--- config.mk ---
export PLATFORM = sky130hd
export DESIGN_NAME = tclw_cell
export DESIGN_NICKNAME = d
export VERILOG_FILES = /design/src/hdl/tclw_pkg.sv /design/src/hdl/tclw_cell.sv
export SDC_FILE = /design/constraint.sdc
export NUM_CORES = 1
export LEC_CHECK = 0
export ABC_CLOCK_PERIOD_IN_PS = 2940
export BUFFER_PORTS_ARGS = -buffer_cell sky130_fd_sc_hd__buf_2
export CORE_AREA = 2 2 132 134
export DETAILED_ROUTE_END_ITERATION = 7
export DIE_AREA = 0 0 134 136
export SYNTH_ARGS = -nofsm -noshare
export SYNTH_HDL_FRONTEND = slang
export SYNTH_SLANG_ARGS = --single-unit
--- constraint.sdc ---
create_clock -name aclk -period 2.94 [get_ports aclk]
set_input_delay 0.147 -clock aclk [delete_from_list [all_inputs] [get_ports aclk]]
set_output_delay 0.147 -clock aclk [all_outputs]
set_load 0.05 [all_outputs]
--- src/hdl/tclw_pkg.sv ---
// shared types and constants of the tile cache
package tclw_pkg;

    localparam int ENTRIES  = 64;
    localparam int AGE_BITS = 32;
    localparam int IDX_W    = (ENTRIES > 1) ? $clog2(ENTRIES) : 1;
    localparam int SLOT_W   = 6;
    localparam int HANDLE_W = 16;
    localparam int TYPE_W   = 3;
    localparam int ZOOM_W   = 5;
    localparam int COORD_W  = 24;

    typedef struct packed {
        logic [TYPE_W-1:0]  map_type;
        logic [ZOOM_W-1:0]  zoom;
        logic [COORD_W-1:0] tile_x;
        logic [COORD_W-1:0] tile_y;
    } key_t;

    typedef struct packed {
        logic                valid;
        logic                dirty;
        logic [AGE_BITS-1:0] age;
        key_t                key;
        logic [HANDLE_W-1:0] handle;
    } entry_t;

    // write broadcast from the control to every cell
    typedef struct packed {
        logic                en;
        logic [IDX_W-1:0]    idx;
        logic                touch;
        logic [AGE_BITS-1:0] age;
        logic                fill;
        key_t                key;
        logic [HANDLE_W-1:0] handle;
        logic                dirty;
        logic                clr_dirty;
    } wr_t;

    // search results gathered over one pass around the ring
    typedef struct packed {
        logic                match_found;
        logic [IDX_W-1:0]    match_idx;
        logic [HANDLE_W-1:0] match_handle;
        logic                free_found;
        logic [IDX_W-1:0]    free_idx;
        logic [AGE_BITS-1:0] min_age;
        logic [IDX_W-1:0]    min_idx;
        logic                dirty_found;
        logic [IDX_W-1:0]    dirty_idx;
        key_t                dirty_key;
        logic [HANDLE_W-1:0] dirty_handle;
    } scan_t;

endpackage

--- src/hdl/tclw_cell.sv ---
// one cache entry of the rotating ring
module tclw_cell (
    input  logic                   aclk,
    input  logic                   aresetn,
    input  logic                   shift,
    input  logic [tclw_pkg::IDX_W-1:0] my_idx,
    input  tclw_pkg::entry_t       e_in,
    input  tclw_pkg::wr_t          wr,
    output tclw_pkg::entry_t       e_out
);
    import tclw_pkg::*;

    logic                valid_reg, valid_next;
    logic                dirty_reg, dirty_next;
    logic [AGE_BITS-1:0] age_reg, age_next;
    key_t                key_reg, key_next;
    logic [HANDLE_W-1:0] handle_reg, handle_next;
    logic                sel;

    assign sel = wr.en && (wr.idx == my_idx);

    always_comb begin
        valid_next  = valid_reg;
        dirty_next  = dirty_reg;
        age_next    = age_reg;
        key_next    = key_reg;
        handle_next = handle_reg;
        if (shift) begin
            valid_next  = e_in.valid;
            dirty_next  = e_in.dirty;
            age_next    = e_in.age;
            key_next    = e_in.key;
            handle_next = e_in.handle;
        end else if (sel) begin
            if (wr.touch) begin
                age_next = wr.age;
            end
            if (wr.fill) begin
                valid_next  = 1'b1;
                key_next    = wr.key;
                handle_next = wr.handle;
                dirty_next  = wr.dirty;
            end
            if (wr.clr_dirty) begin
                dirty_next = 1'b0;
            end
        end
    end

    always_ff @(posedge aclk) begin
        if (!aresetn) begin
            valid_reg <= 1'b0;
            dirty_reg <= 1'b0;
            age_reg   <= '0;
        end else begin
            valid_reg <= valid_next;
            dirty_reg <= dirty_next;
            age_reg   <= age_next;
        end
    end

    always_ff @(posedge aclk) begin
        key_reg    <= key_next;
        handle_reg <= handle_next;
    end

    always_comb begin
        e_out.valid  = valid_reg;
        e_out.dirty  = dirty_reg;
        e_out.age    = age_reg;
        e_out.key    = key_reg;
        e_out.handle = handle_reg;
    end

endmodule

---- Word-level counts from Yosys, hierarchy flattened ----
Index checks and enable logic that the tools add are counted.
storage, ports and cells
  output and inout bits ................... 106
  register bits ........................... 106
  logic and storage cells ................. 33
  bits of input ports ..................... 230
cells by class
  equality and inequality tests ........... 1
  reductions and logical operators ........ 8
  multiplexer cells ....................... 16
operators with widths
  cell                 count
  $mux W56             3
  $mux W32             3
  $mux W16             3
  $mux W1              7
  $eq A6 B6 Y1         1
  $reduce_and A2 Y1    3
  $reduce_bool A2 Y1   3
  $reduce_bool A3 Y1   1
  $logic_and A1 B1 Y1  1

---- Longest topological paths before layout ----
  depth in word-level cells ............... 4
  depth in mapped cells ................... 5
  gate-level depth less buffers ........... 4

---- Worst setup path after synthesis ----
Ideal clock, no wire load.
  path type ............................... input-to-reg
  start ................................... input port my_idx[1] (netlist name)
  end ..................................... register key_reg, in the netlist e_out[16], enable pin
  buffers on the path ..................... 0
  data required time ...................... 2508 ps
  library setup time ...................... 432 ps
  slack ................................... 257 ps
  stages .................................. 4
  data arrival time ....................... 2251 ps
  cells stage by stage .................... xor2_1 -> nor3_4 -> nand3_1 -> nand2_1
on the way
  word-level cells in the longest chain between the ends .. 4
ends and longest elaborated chain
  item                          line             source
  start: declaration            tclw_cell.sv:6   input logic [tclw_pkg::IDX_W-1:0] my_idx,
  $eq A6 B6 Y1                  tclw_cell.sv:20  assign sel = wr.en && (wr.idx == my_idx);
  $logic_and A1 B1 Y1           tclw_cell.sv:20
  $reduce_bool A2 Y1 (no line)  --
  $reduce_and A2 Y1 (no line)   --
  end signal: assignment        tclw_cell.sv:63  key_reg <= key_next;
  end: declaration              tclw_cell.sv:16  key_t key_reg, key_next;
Every way passes these cells.
A chain may end at the register's enable or synchronous reset.

---- Final worst setup path ----
  start ................................... input port shift
  end ..................................... register key_reg, in the netlist e_out[31], enable pin
on the way
  word-level cells in the longest chain between the ends .. 2
  elaborated cells on any way between the ends .. 3
  classes of those cells .................. reduce/logical (3)
ends and longest elaborated chain
  item                             line            source
  start: declaration               tclw_cell.sv:5  input logic shift,
  $reduce_bool A2 Y1 (no line)     --
  $reduce_and A2 Y1 (no line) (*)  --
Mark *: on every way between the ends. The rest lies on a longest branch, timed or not.

==> impl_metrics.ini <==
[outcome]
status = finished clean

[logic_synthesis]
postSynthNetCount = 582
syn_avg_cell_area_sq_um = 13.9
synthDistinctLibCells = 23
synth.yosys.warnings = 0
yosysSeqAreaShare_pct = 58.2
synth_edf_count = 72
synth_seq_cells = 106
postSynthCellCount = 352
ys.flop_type = edfxtp_1
async_reset_ff_share_pct = 0
syn-cell-area_sq_mm = 0.00488

[setup_path]
worst_ep_arrival_time_ps = 1640
worstPathMaxFanout = 53
worstPathCellList = buf_4 > inv_1 > nand2_4 > buf_4
critPathCaptureType = register
cp_slowest_cell = buf_4
cpPeakStageDelay_ps = 540
crit_path_frequent_cell = buf_4
cp-start-kind = input pin
worstPathRequired_ps = 2970
path_class = input pin to register

[final_layout]
stdcell_area_sq_mm = 0.00709
final_cell_mix = buf_2 (334), mux2_2 (104), edfxtp_1 (72)
largest_reg_flops = 56
nets = 911
fin_util_pct = 42.0
drive_gt1_share_pct = 67.9
syn2layout_area_growth_pct = 45.3
final_common_cell = buf_2

[global_routing]
grt_pass1_wl_um = 21100
grt_pass1_vias = 4151
grt_max_degree = 54
grt_use_total_pct = 15.3
grt.overflow.total = 0
antenna_found_initial = 5

[min_path]
hold_class = input pin to register

[clock_network]
cts_tree = done
cts_buffer_depth = 2
ctsHoldBuffers = 0
h-tree-depth = 3
cts.reportedPaths.clkPinSlew_ps = 80
post_cts_buffers = 0
insertion_delay_ps = 340
numCtsBuffers = 9
cts_root_buf = clkbuf_16
clock_sinks = 106
post_cts.resized_instances = 0

[routing]
met2_length_um = 7450
drc_errors = 0
highest_layer = met4
wl_met1_um = 5150
ant_nets = 0
vias = 4026
met3_length_um = 1360
via_per_inst = 4.40
drtPass1Iterations = 4
drtIter0Drc = 119
wl_per_cell_um = 15.7
routed_wl_um = 14400

[pwr]
ir_drop_v = 0.000243
powerDensity_mw_per_mm2 = 568
power_mw = 4.03
p_leak_nw = 3.29

[timing]
final.setup.worst_slack_ps = 1330
rsz0062_at_grt = no
worst_pin_slew_ps = 693
finalSetupViolCount = 0
timing.final.crit_share_pct = 54.6
clock.fmax_ghz = 0.623
clock_skew_ps = 0
hold_viol_final = 0
relSlewSlack_pct = 53.8
finalMaxSlewViolations = 0
setup_tns_ps = 0
period_minus_slack_ps = 1610

[placed_design]
routabilityCongestion = 0.789
pre_cts_slack_ps = 949
port_buffers = 335
hpwl_um = 11600
dpl-instance-area_sq_mm = 0.00678

[floorplanning]
rows = 48
initial_utilization_pct = 28.9
die_y_um = 136
dieArea_sq_mm = 0.0182
io_pins = 336
core-area_sq_mm = 0.0169
die_w_um = 134

[job]
drv_cap = 0
## synthesized netlist by cell type, drive strengths merged, types with 2 or more instances
master	n	share of area, %
nand2	65	5.0
clkbuf	7	0.54
o21ai	2	0.21
a31oi	2	0.56
xnor2	3	0.54
buf	17	2.2
mux2i	32	6.6
dfxtp	34	14
mux2	104	24
xor2	3	0.54
edfxtp	72	44
inv	3	0.23
## layer usage
layer | vias to the layer above | track usage, %
li1 | 1930 | -
met3 | 26 | 4.70
met4 | 0 | 8.10
met2 | 211 | 27.7
met5 | - | 0
met1 | 1859 | 15.8
## worst max-delay path: cells and delay by family
kind	cells	cell delay [ps]
buf+inv	3	1100
simple gates	1	360
## per-stage QoR
stage,instances,hold slack [ps]
4_1_cts,911,80.3
5_1_grt,915,86.9
2_1_floorplan,352,335
3_5_place_dp,895,450
6_report,915,99.0
3_3_place_gp,895,443
## cells by family after synthesis
kind of cell	Yosys count	synth area share, %
multiplexers	136	30.5
flip-flops	106	58.2
AND/OR/NAND/NOR	69	5.74
buffers and inverters	27	3.00
AO/OA/AOI/OAI	8	1.41
XOR/XNOR	6	1.08
## path summary, 6_finish.rpt
path | slack [ps] | endpoint | cells past startpoint | start
setup / recovery | 1330 | e_out[31] | 4 | shift
hold / removal | 100 | e_out[62] | 2 | wr[64]
setup reg to reg | 2210 | dirty_reg | 2 | dirty_reg
hold reg to reg | 460 | age_reg[10] | 2 | age_reg[10]
## power breakdown
| group | switching (mW) | total (mW) | internal [mW] |
|---|---|---|---|
| Clock | 0.552 | 1.22 | 0.669 |
| Sequential | 0.0431 | 1.78 | 1.74 |
| Combinational | 0.688 | 1.02 | 0.336 |
| Total | 1.28 | 4.03 | 2.74 |
## final cells by class
class	count	area, sq um
Timing Repair Buffer	342	1740
Multi-Input combinational cell	219	1900
Fill cell	1633	9780
Inverter	3	11.3
Sequential cell	106	2840
Clock buffer	9	225
Tap cell	225	282
Antenna cell	4	10.0
Clock inverter	7	76.3
No activity file was read; power rests on OpenSTA's default activity.
