==> config.mk <==
export PLATFORM = sky130hd
export DESIGN_NAME = tclw_scan
export DESIGN_NICKNAME = d
export VERILOG_FILES = /design/src/hdl/tclw_pkg.sv /design/src/hdl/tclw_scan.sv
export SDC_FILE = /design/constraint.sdc
export NUM_CORES = 1
export LEC_CHECK = 0
export ABC_AREA = 1
export BUFFER_PORTS_ARGS = -buffer_cell sky130_fd_sc_hd__buf_2
export CORE_MARGIN = 4
export CORE_UTILIZATION = 49
export CTS_BUF_LIST = sky130_fd_sc_hd__clkbuf_8
export DETAILED_ROUTE_END_ITERATION = 10
export PLACE_DENSITY = 0.91
export SYNTH_ARGS = -nofsm -noshare
export SYNTH_HDL_FRONTEND = slang
export SYNTH_SLANG_ARGS = --single-unit
==> constraint.sdc <==
create_clock -name aclk -period 2.52 [get_ports aclk]
set_input_delay 0.504 -clock aclk [delete_from_list [all_inputs] [get_ports aclk]]
set_output_delay 0.504 -clock aclk [all_outputs]
set_load 0.03 [all_outputs]
==> src/hdl/tclw_pkg.sv <==
// shared types and constants of the tile cache
package tclw_pkg;

    localparam int ENTRIES  = 64;
    localparam int AGE_BITS = 32;
    localparam int IDX_W    = (ENTRIES > 1) ? $clog2(ENTRIES) : 1;
    localparam int SLOT_W   = 6;
    localparam int HANDLE_W = 16;
    localparam int TYPE_W   = 3;
    localparam int ZOOM_W   = 5;
    localparam int COORD_W  = 24;

    typedef struct packed {
        logic [TYPE_W-1:0]  map_type;
        logic [ZOOM_W-1:0]  zoom;
        logic [COORD_W-1:0] tile_x;
        logic [COORD_W-1:0] tile_y;
    } key_t;

    typedef struct packed {
        logic                valid;
        logic                dirty;
        logic [AGE_BITS-1:0] age;
        key_t                key;
        logic [HANDLE_W-1:0] handle;
    } entry_t;

    // write broadcast from the control to every cell
    typedef struct packed {
        logic                en;
        logic [IDX_W-1:0]    idx;
        logic                touch;
        logic [AGE_BITS-1:0] age;
        logic                fill;
        key_t                key;
        logic [HANDLE_W-1:0] handle;
        logic                dirty;
        logic                clr_dirty;
    } wr_t;

    // search results gathered over one pass around the ring
    typedef struct packed {
        logic                match_found;
        logic [IDX_W-1:0]    match_idx;
        logic [HANDLE_W-1:0] match_handle;
        logic                free_found;
        logic [IDX_W-1:0]    free_idx;
        logic [AGE_BITS-1:0] min_age;
        logic [IDX_W-1:0]    min_idx;
        logic                dirty_found;
        logic [IDX_W-1:0]    dirty_idx;
        key_t                dirty_key;
        logic [HANDLE_W-1:0] dirty_handle;
    } scan_t;

endpackage

==> src/hdl/tclw_scan.sv <==
// search unit at the head of the ring, one entry per cycle while step is high
module tclw_scan (
    input  logic                       aclk,
    input  logic                       start,
    input  logic                       step,
    input  logic [tclw_pkg::IDX_W-1:0] idx,
    input  tclw_pkg::entry_t           e_head,
    input  tclw_pkg::key_t             key,
    output tclw_pkg::scan_t            res
);
    import tclw_pkg::*;

    scan_t res_reg, res_next;

    always_comb begin
        res_next = res_reg;
        if (start) begin
            res_next = '0;
        end else if (step) begin
            if (!res_reg.match_found && e_head.valid && (e_head.key == key)) begin
                res_next.match_found  = 1'b1;
                res_next.match_idx    = idx;
                res_next.match_handle = e_head.handle;
            end
            if (!res_reg.free_found && !e_head.valid) begin
                res_next.free_found = 1'b1;
                res_next.free_idx   = idx;
            end
            if ((idx == '0) || (e_head.age < res_reg.min_age)) begin
                res_next.min_age = e_head.age;
                res_next.min_idx = idx;
            end
            if (!res_reg.dirty_found && e_head.valid && e_head.dirty) begin
                res_next.dirty_found  = 1'b1;
                res_next.dirty_idx    = idx;
                res_next.dirty_key    = e_head.key;
                res_next.dirty_handle = e_head.handle;
            end
        end
    end

    always_ff @(posedge aclk) begin
        res_reg <= res_next;
    end

    assign res = res_reg;

endmodule

# Yosys cells after proc, flatten, opt, wreduce, memory -nomap -nowiden
# Cells that the tools add are included.
dict set report classes {
  n_reduce_logical 15
  eq_ne 1
  n_lt_le_gt_ge 1
}
# op count
set ops {}
lappend ops {{$eq A56 B56 Y1} 1}
lappend ops {{$lt A32 B32 Y1} 1}
lappend ops {{$reduce_and A2 Y1} 4}
lappend ops {{$logic_not A6 Y1} 1}
lappend ops {{$logic_and A1 B1 Y1} 5}
lappend ops {{$logic_not A1 Y1} 4}
lappend ops {{$logic_or A1 B1 Y1} 1}
dict set report word_totals {
  reg_bits 147
  inputBits 171
  word_cells 31
}

# Longest topological paths before layout
# Gate-level depths: netlist (run 1).
dict set report logic_depth {
  depth_word 4
  mapped_depth 18
  depth_no_buf 16
}

# Worst setup path after synthesis (run 1)
# OpenSTA, ideal clock, no wires.
dict set report synth_timing {
  kind {reg-to-reg}
  start {register res_reg (netlist bit res[90])}
  end {register res_reg (netlist bit res[104])}
  t_arrival_ns 1.908
  setup_slack_ns 0.497
  stages_incl_launch_ff 17
  path_buffers 2
  setup_time_ns 0.116
  t_required_ns 2.404
  path_cell_list {dfxtp_1 -> inv_1 -> ha_1 -> a21oi_1 -> nor2_1 -> nor3_1 -> nand2_1 -> nand2_1 -> nand2_1 -> nand2_1 -> nand2_1 -> nand2_1 -> buf_4 -> buf_6 -> nand3_1 -> nand2_1 -> nor2_1}
}
dict set report synth_via {
  elab_chain_cells 3
}
# item line_no
set synth_rtl {}
lappend synth_rtl {{from (decl)} tclw_scan.sv:13} ;# scan_t res_reg, res_next;
lappend synth_rtl {{from (signal assigned)} tclw_scan.sv:43} ;# res_reg <= res_next;
lappend synth_rtl {{$lt A32 B32 Y1} tclw_scan.sv:29} ;# if ((idx == '0) || (e_head.age < res_reg.min_age)) begin
lappend synth_rtl {{$logic_or A1 B1 Y1} tclw_scan.sv:29}
lappend synth_rtl {{$reduce_and A2 Y1 (no line)} --}
# Every way passes these cells.
# A chain may end at the register's enable or synchronous reset.

# Worst setup path in the final report (run 1)
dict set report layout_timing {
  start {register res_reg (netlist bit res[90])}
  end {register res_reg (netlist bit res[107])}
}
# The elaborated chain is that of the path after synthesis.

==> results of run 1 <==
## report_power, final
part	switching [mW]	internal, mW	total, mW
clock network	0.905	0.900	1.80
logic	0.894	0.498	1.39
registers	0.0875	2.47	2.56
total	1.89	3.87	5.75
## cell families (layout without fill, tap and decap cells)
family          Yosys count  in the layout  share of synthesized area
other cells               0              2                          0
simple gates            388            388                      0.235
buf+inv                 156            464                     0.0935
flops                   147            147                      0.425
compound gates          203            203                      0.147
fa+ha+maj                31             31                     0.0560
xor+xnor                 35             35                     0.0442
## placed cells by master, fill, tap and decap left out, types with 18 or more instances in the layout
| cell | n |
|---|---|
| o21ai_0 | 90 |
| o21ai_1 | 20 |
| clkbuf_8 | 18 |
| dfxtp_1 | 147 |
| xnor2_1 | 25 |
| nor2_1 | 197 |
| nand2_1 | 95 |
| a21oi_1 | 92 |
| buf_2 | 317 |
| nand3_1 | 50 |
| inv_1 | 102 |
| or2_2 | 18 |
| ha_1 | 31 |
## layer usage
layer / track usage / vias to the layer above / wire length, um
met5: 0 / - / 7
met4: 0.134 / 2 / 974
met3: 0.0762 / 67 / 1740
met2: 0.451 / 318 / 10500
met1: 0.283 / 3337 / 8160
li1: - / 3677 / -
## final timing paths
| check | endpoint | slack [ns] |
|---|---|---|
| max | res[107]$_SDFFE_PP0P_ | 0.41 |
| min | res[78]$_SDFFE_PP0P_ | 0.28 |
| min reg2reg | res[70]$_SDFFE_PP0P_ | 0.48 |
| max reg2reg | res[107]$_SDFFE_PP0P_ | 0.41 |
## cell type report
type                       count  area (sq um)  area share
sequential                   147          2940       0.326
tap                          180           225      0.0249
antenna                        2          5.00    0.000554
timing repair buffer         329          1740       0.193
inverter                     103           389      0.0431
clock buffer                  18           248      0.0274
clock inverter                14           140      0.0155
multi-input combinational    657          3340       0.370
## stage by stage
step                setup WS, ns  power, mW
floorplan                  0.497       3.52
global placement           0.298       3.95
detailed placement         0.228       4.00
CTS                        0.434       5.80
global route               0.175       6.05
finish                     0.412       5.75
## critical path, delay by kind of cell (launching register included)
family | cells | cell delay (ns)
buf+inv | 2 | 0.30
fa+ha+maj | 1 | 0.29
flops | 1 | 0.37
compound gates | 1 | 0.13
simple gates | 11 | 0.90
==> impl_metrics.toml, run 1 <==
[critical_path]
critPathMaxFanout = 56
end_kind = "register"
start_kind = "register"
cp_common_cell = "nand2_1"
cp_slowest_stage_delay_ns = 0.37
worstPathArrival_ns = 2.44
path_cells = "inv_1 > ha_1 > a21oi_1 > nor2_1 > nor3_1 > nand2_1 > nand2_1 > nand2_1 > nand2_1 > nand2_1 > nand2_2 > buf_12 > nand3_1 > nand2_1 > nor2_1"
slowest_stage = "dfxtp_1"
path_class = "register to register"
rr_startpoint = "res[90]$_SDFFE_PP0P_"
critical_path.startpoint = "res[90]$_SDFFE_PP0P_"
worst_r2r_path_depth = 15
required_ns = 2.85

[yosys]
synth_ff_type = "dfxtp_1"
async_flop_share = 0
yosysTopAreaCell = "dfxtp_1"
ys_ff_latch = 147
synth_nets = 1162
synthesis.area_sq_um = 6930
ys_seq_area_frac = 0.425
synth_top_area_share = 0.425
netlist_instances = 960
synth_most_common_cell = "nor2_1"
synth_cell_types = 30
postSynthAreaPerCell_sq_um = 7.22
netlist_top_cells_count = "nor2_1, dfxtp_1, inv_1, nand2_1, a21oi_1"
synthTopCellsByArea = "dfxtp_1, nor2_1, a21oi_1, o21ai_0, ha_1"
ys.warnings.count = 0
synth_edf_count = 0

[cts]
path_clk_slew_ns = 0.08
clk_path_buf_depth = 2
post_cts_buffers = 0
cts_resized = 0
clock_latency_ns = 0.44
cts_tree = "yes"
clkSinkCount = 147
cts_root_buf = "clkbuf_8"
cts_buffers = 17
ctsHoldBuffers = 0
htree_levels = 4

[pwr]
p_leak_nw = 4.60
p_per_area_nw_per_um2 = 637
ir_worst_vdd_v = 0.000352

[sta]
period_minus_slack_ns = 2.11
hold_violations = 0
rsz0062_at_grt = "false"
timing.final.crit_share = 0.837
hold_ws_ns = 0.281
setup-tns-final_ns = 0
finalClockSkew_ns = 0.00981
tightest_slew_ns = 0.724
timing.fmax_mhz = 474
relSlewSlack = 0.517
slew_viol_final = 0
setup_viol = 0

[place]
gp_congestion = 0.907
port-buffer-count = 317
placed_cell_area_sq_um = 8640
post-place-cells = 1416
hpwl_mm = 16.6

[detailed_routing]
ant_nets = 0
vias = 7401
drc = 0
drt-initial-drc-count = 475
drt-pass1-iter-count = 5
vias_per_cell = 5.10
drt-wirelength-per-cell_um = 14.8
wl_mm = 21.4

[hold_path]
min_path_cells = 2
min_path_type = "input pin to register"
min-delay-start = "start"

[cells_and_area]
final_area_sq_um = 9030
largest_reg_flops = 147
layout.nets = 1457
fin_util = 0.651
fin_cells = 1450
layout-drive-gt1-share = 0.303
fill_cells = 1233
syn2layout_area_growth_pct = 30.3

[floorplan]
rows = 43
die_w_um = 127
dieArea_sq_um = 16100
start_util = 0.499
io_pins = 318
coreArea_sq_um = 13900
die-height_um = 127

[global_route]
grt_pass1_wl_mm = 33.6
grt_max_degree = 77
grt_antenna_before_repair = 2
grt_usage = 0.258
first_global_vias = 6999
grt_overflow = 0

[job]
max_cap_violations = 0

[status]
status = "finished clean"
Power figures use the tool's default switching activity.
==> inputs of run 2 (changes only) <==
--- a/config.mk
+++ b/config.mk
@@ -5,13 +5,13 @@
 export SDC_FILE = /design/constraint.sdc
 export NUM_CORES = 1
 export LEC_CHECK = 0
-export ABC_AREA = 1
+export ABC_AREA = 0
 export BUFFER_PORTS_ARGS = -buffer_cell sky130_fd_sc_hd__buf_2
 export CORE_MARGIN = 4
-export CORE_UTILIZATION = 49
+export CORE_UTILIZATION = 48
 export CTS_BUF_LIST = sky130_fd_sc_hd__clkbuf_8
 export DETAILED_ROUTE_END_ITERATION = 10
-export PLACE_DENSITY = 0.91
+export PLACE_DENSITY = 0.9
 export SYNTH_ARGS = -nofsm -noshare
 export SYNTH_HDL_FRONTEND = slang
 export SYNTH_SLANG_ARGS = --single-unit
==> constraint.sdc (replaced) <==
create_clock -name aclk -period 2.2 [get_ports aclk]
set_input_delay 0.44 -clock aclk [delete_from_list [all_inputs] [get_ports aclk]]
set_output_delay 0.44 -clock aclk [all_outputs]
set_load 0.03 [all_outputs]
==> run 2 against run 1 <==
  * The flow now finishes with violations (negative setup slack)
  * Cell count decreased by 6.8%
  * Utilization increased by 3.6 points
  * Sequential share of layout area decreased by 1.7 points
  * Synthesized area decreased by 1.3%
  * Critical endpoint is now res[89]$_SDFFE_PP0P_
==> impl_metrics.toml, run 2 <==
[cells_and_area]
final_cell_mix = "buf_2, nand2_1, dfxtp_1"
syn2layout_area_growth_pct = 40.0
largest_reg_flops = 147
multi_input_area_sq_um = 3610
final_area_sq_um = 9570
layout-drive-gt1-share = 0.367
layout.nets = 1360
fill_cells = 1039
diodes = 0
fin_util = 0.687
final_common_cell = "buf_2"
register_area_sq_um = 2960

[global_route]
grt_pass1_wl_mm = 33.6
grt_usage = 0.260
grt_max_degree = 58
grt_overflow = 0
grt_antenna_before_repair = 0
first_global_vias = 6890

[sta]
fin_ws_ns = -0.345
setup_viol = 38
timing.final.crit_share = 1.16
relSlewSlack = 0.653
slew_viol_final = 0
tightest_slew_ns = 0.515
rsz0062_at_grt = "true"
timing.fmax_mhz = 393
hold_violations = 0
finalClockSkew_ns = 0.00913
period_minus_slack_ns = 2.54

[detailed_routing]
drt-wirelength-per-cell_um = 16.2
drt-initial-drc-count = 395
vias = 6985
wl_mm = 21.9
drc = 0
drt-pass1-iter-count = 5
vias_per_cell = 5.17
ant_nets = 0

[yosys]
synth_ff_type = "dfxtp_1"
synth_top_area_share = 0.430
postSynthAreaPerCell_sq_um = 8.57
synthTopCellsByArea = "dfxtp_1, mux2i_1, nand2_1, xor2_1, nand2b_1"
synthesis.area_sq_um = 6840
synth_nets = 1000
netlist_instances = 798
async_flop_share = 0
ys_ff_latch = 147
yosysTopAreaCell = "dfxtp_1"
synth_edf_count = 0
ys_seq_area_frac = 0.430
synth_cell_types = 30
ys.warnings.count = 0
synth_most_common_cell = "nand2_1"
netlist_top_cells_count = "nand2_1, dfxtp_1, a21oi_1, nand2b_1, mux2i_1"

[floorplan]
io_pins = 318
die-height_um = 127
rows = 43
die_w_um = 127
start_util = 0.491
coreArea_sq_um = 13900
dieArea_sq_um = 16200

[pwr]
p_per_area_nw_per_um2 = 664
p_leak_nw = 4.48
ir_worst_vdd_v = 0.000562

[critical_path]
rrSetupSlack_ns = -0.34
required_ns = 2.55
path_cells = "inv_2 > ha_4 > a211o_1 > a31oi_1 > o221ai_1 > a311o_1 > a221oi_4 > buf_4 > buf_16 > mux2i_1"
critPathMaxFanout = 11
cp_slowest_stage_delay_ns = 0.38
slowest_stage = "a221oi_4"
path_class = "register to register"
end_kind = "register"
start_kind = "register"
worstPathArrival_ns = 2.89

[cts]
path_clk_slew_ns = 0.08
cts_tree = "yes"
clk_path_buf_depth = 2
htree_levels = 4
cts_root_buf = "clkbuf_8"
clkSinkCount = 147
ctsHoldBuffers = 0
clock_latency_ns = 0.43
cts_buffers = 17

[place]
gp_congestion = 0.996
dp_slack_ns = -0.451
port-buffer-count = 317
hpwl_mm = 16.8
placed_cell_area_sq_um = 9060

[status]
violations = "negative setup slack"
status = "finished, violations left"

[hold_path]
min_path_type = "input pin to register"

[job]
max_cap_violations = 0
run 2: final cells by class:
| class | count | area share |
|---|---|---|
| clock buffer | 19 | 0.0273 |
| inverter | 34 | 0.0133 |
| timing repair buffer | 384 | 0.236 |
| tap | 180 | 0.0235 |
| sequential | 147 | 0.309 |
| multi-input combinational | 574 | 0.377 |
| clock inverter | 13 | 0.0140 |
run 2: through the flow:
step / TNS (ns) / std cells / total power [mW] / hold slack, ns
floorplan: -3.00 / 798 / 3.64 / 0.527
global placement: -18.58 / 1313 / 4.17 / 0.438
detailed placement: -20.42 / 1313 / 4.22 / 0.443
CTS: -5.78 / 1350 / 6.36 / 0.218
global route: -14.25 / 1351 / 6.64 / 0.230
finish: -10.45 / 1351 / 6.36 / 0.249
run 2: path summary, 6_finish.rpt:
| kind | cells after the start | start | to |
|---|---|---|---|
| min reg2reg | 2 | res[49]$_SDFFE_PP0P_ | res[49]$_SDFFE_PP0P_ |
| max | 10 | res[87]$_SDFFE_PP0P_ | res[89]$_SDFFE_PP0P_ |
| max reg2reg | 10 | res[87]$_SDFFE_PP0P_ | res[89]$_SDFFE_PP0P_ |
| min | 3 | e_head[9] | res[9]$_SDFFE_PP0P_ |
run 2: cells by family (layout without fill, tap and decap cells):
family / after synthesis / in the layout / share of synthesized area
AND/OR/NAND/NOR: 317 / 317 / 0.216
flip-flops: 147 / 147 / 0.430
AO/OA/AOI/OAI: 104 / 104 / 0.0809
buffers and inverters: 77 / 450 / 0.0483
multiplexers: 66 / 66 / 0.0966
XOR/XNOR: 56 / 56 / 0.0717
adder cells (fa/ha/maj): 31 / 31 / 0.0567
run 2: power by group:
group / switching, mW / internal, mW / total, mW
clock: 1.05 / 1.07 / 2.11
combinational: 0.801 / 0.596 / 1.40
sequential: 0.0707 / 2.78 / 2.85
total: 1.92 / 4.44 / 6.36
run 2: routing by layer:
layer / part of all wire / GRT usage / up-vias
li1: - / - / 3336
met1: 0.39 / 0.317 / 3264
met2: 0.48 / 0.416 / 306
met3: 0.081 / 0.0736 / 79
met4: 0.045 / 0.139 / 0
met5: 0 / 0 / -
run 2: what timing repair did:
item	in CTS	in global routing
setup buffers	3	0
endpoints found under the hold margin	0	0
cloned	2	1
pin swaps	1	1
gates resized for setup	4	3
setup endpoints to repair	38	38
run 2: worst max-delay path: cells and delay by family, from the launching register on:
family | cells | cell delay (ns)
muxes | 1 | 0.21
buffers and inverters | 3 | 0.38
adders and majority gates | 1 | 0.21
AOI/OAI and AO/OA | 5 | 1.31
DFF | 1 | 0.35
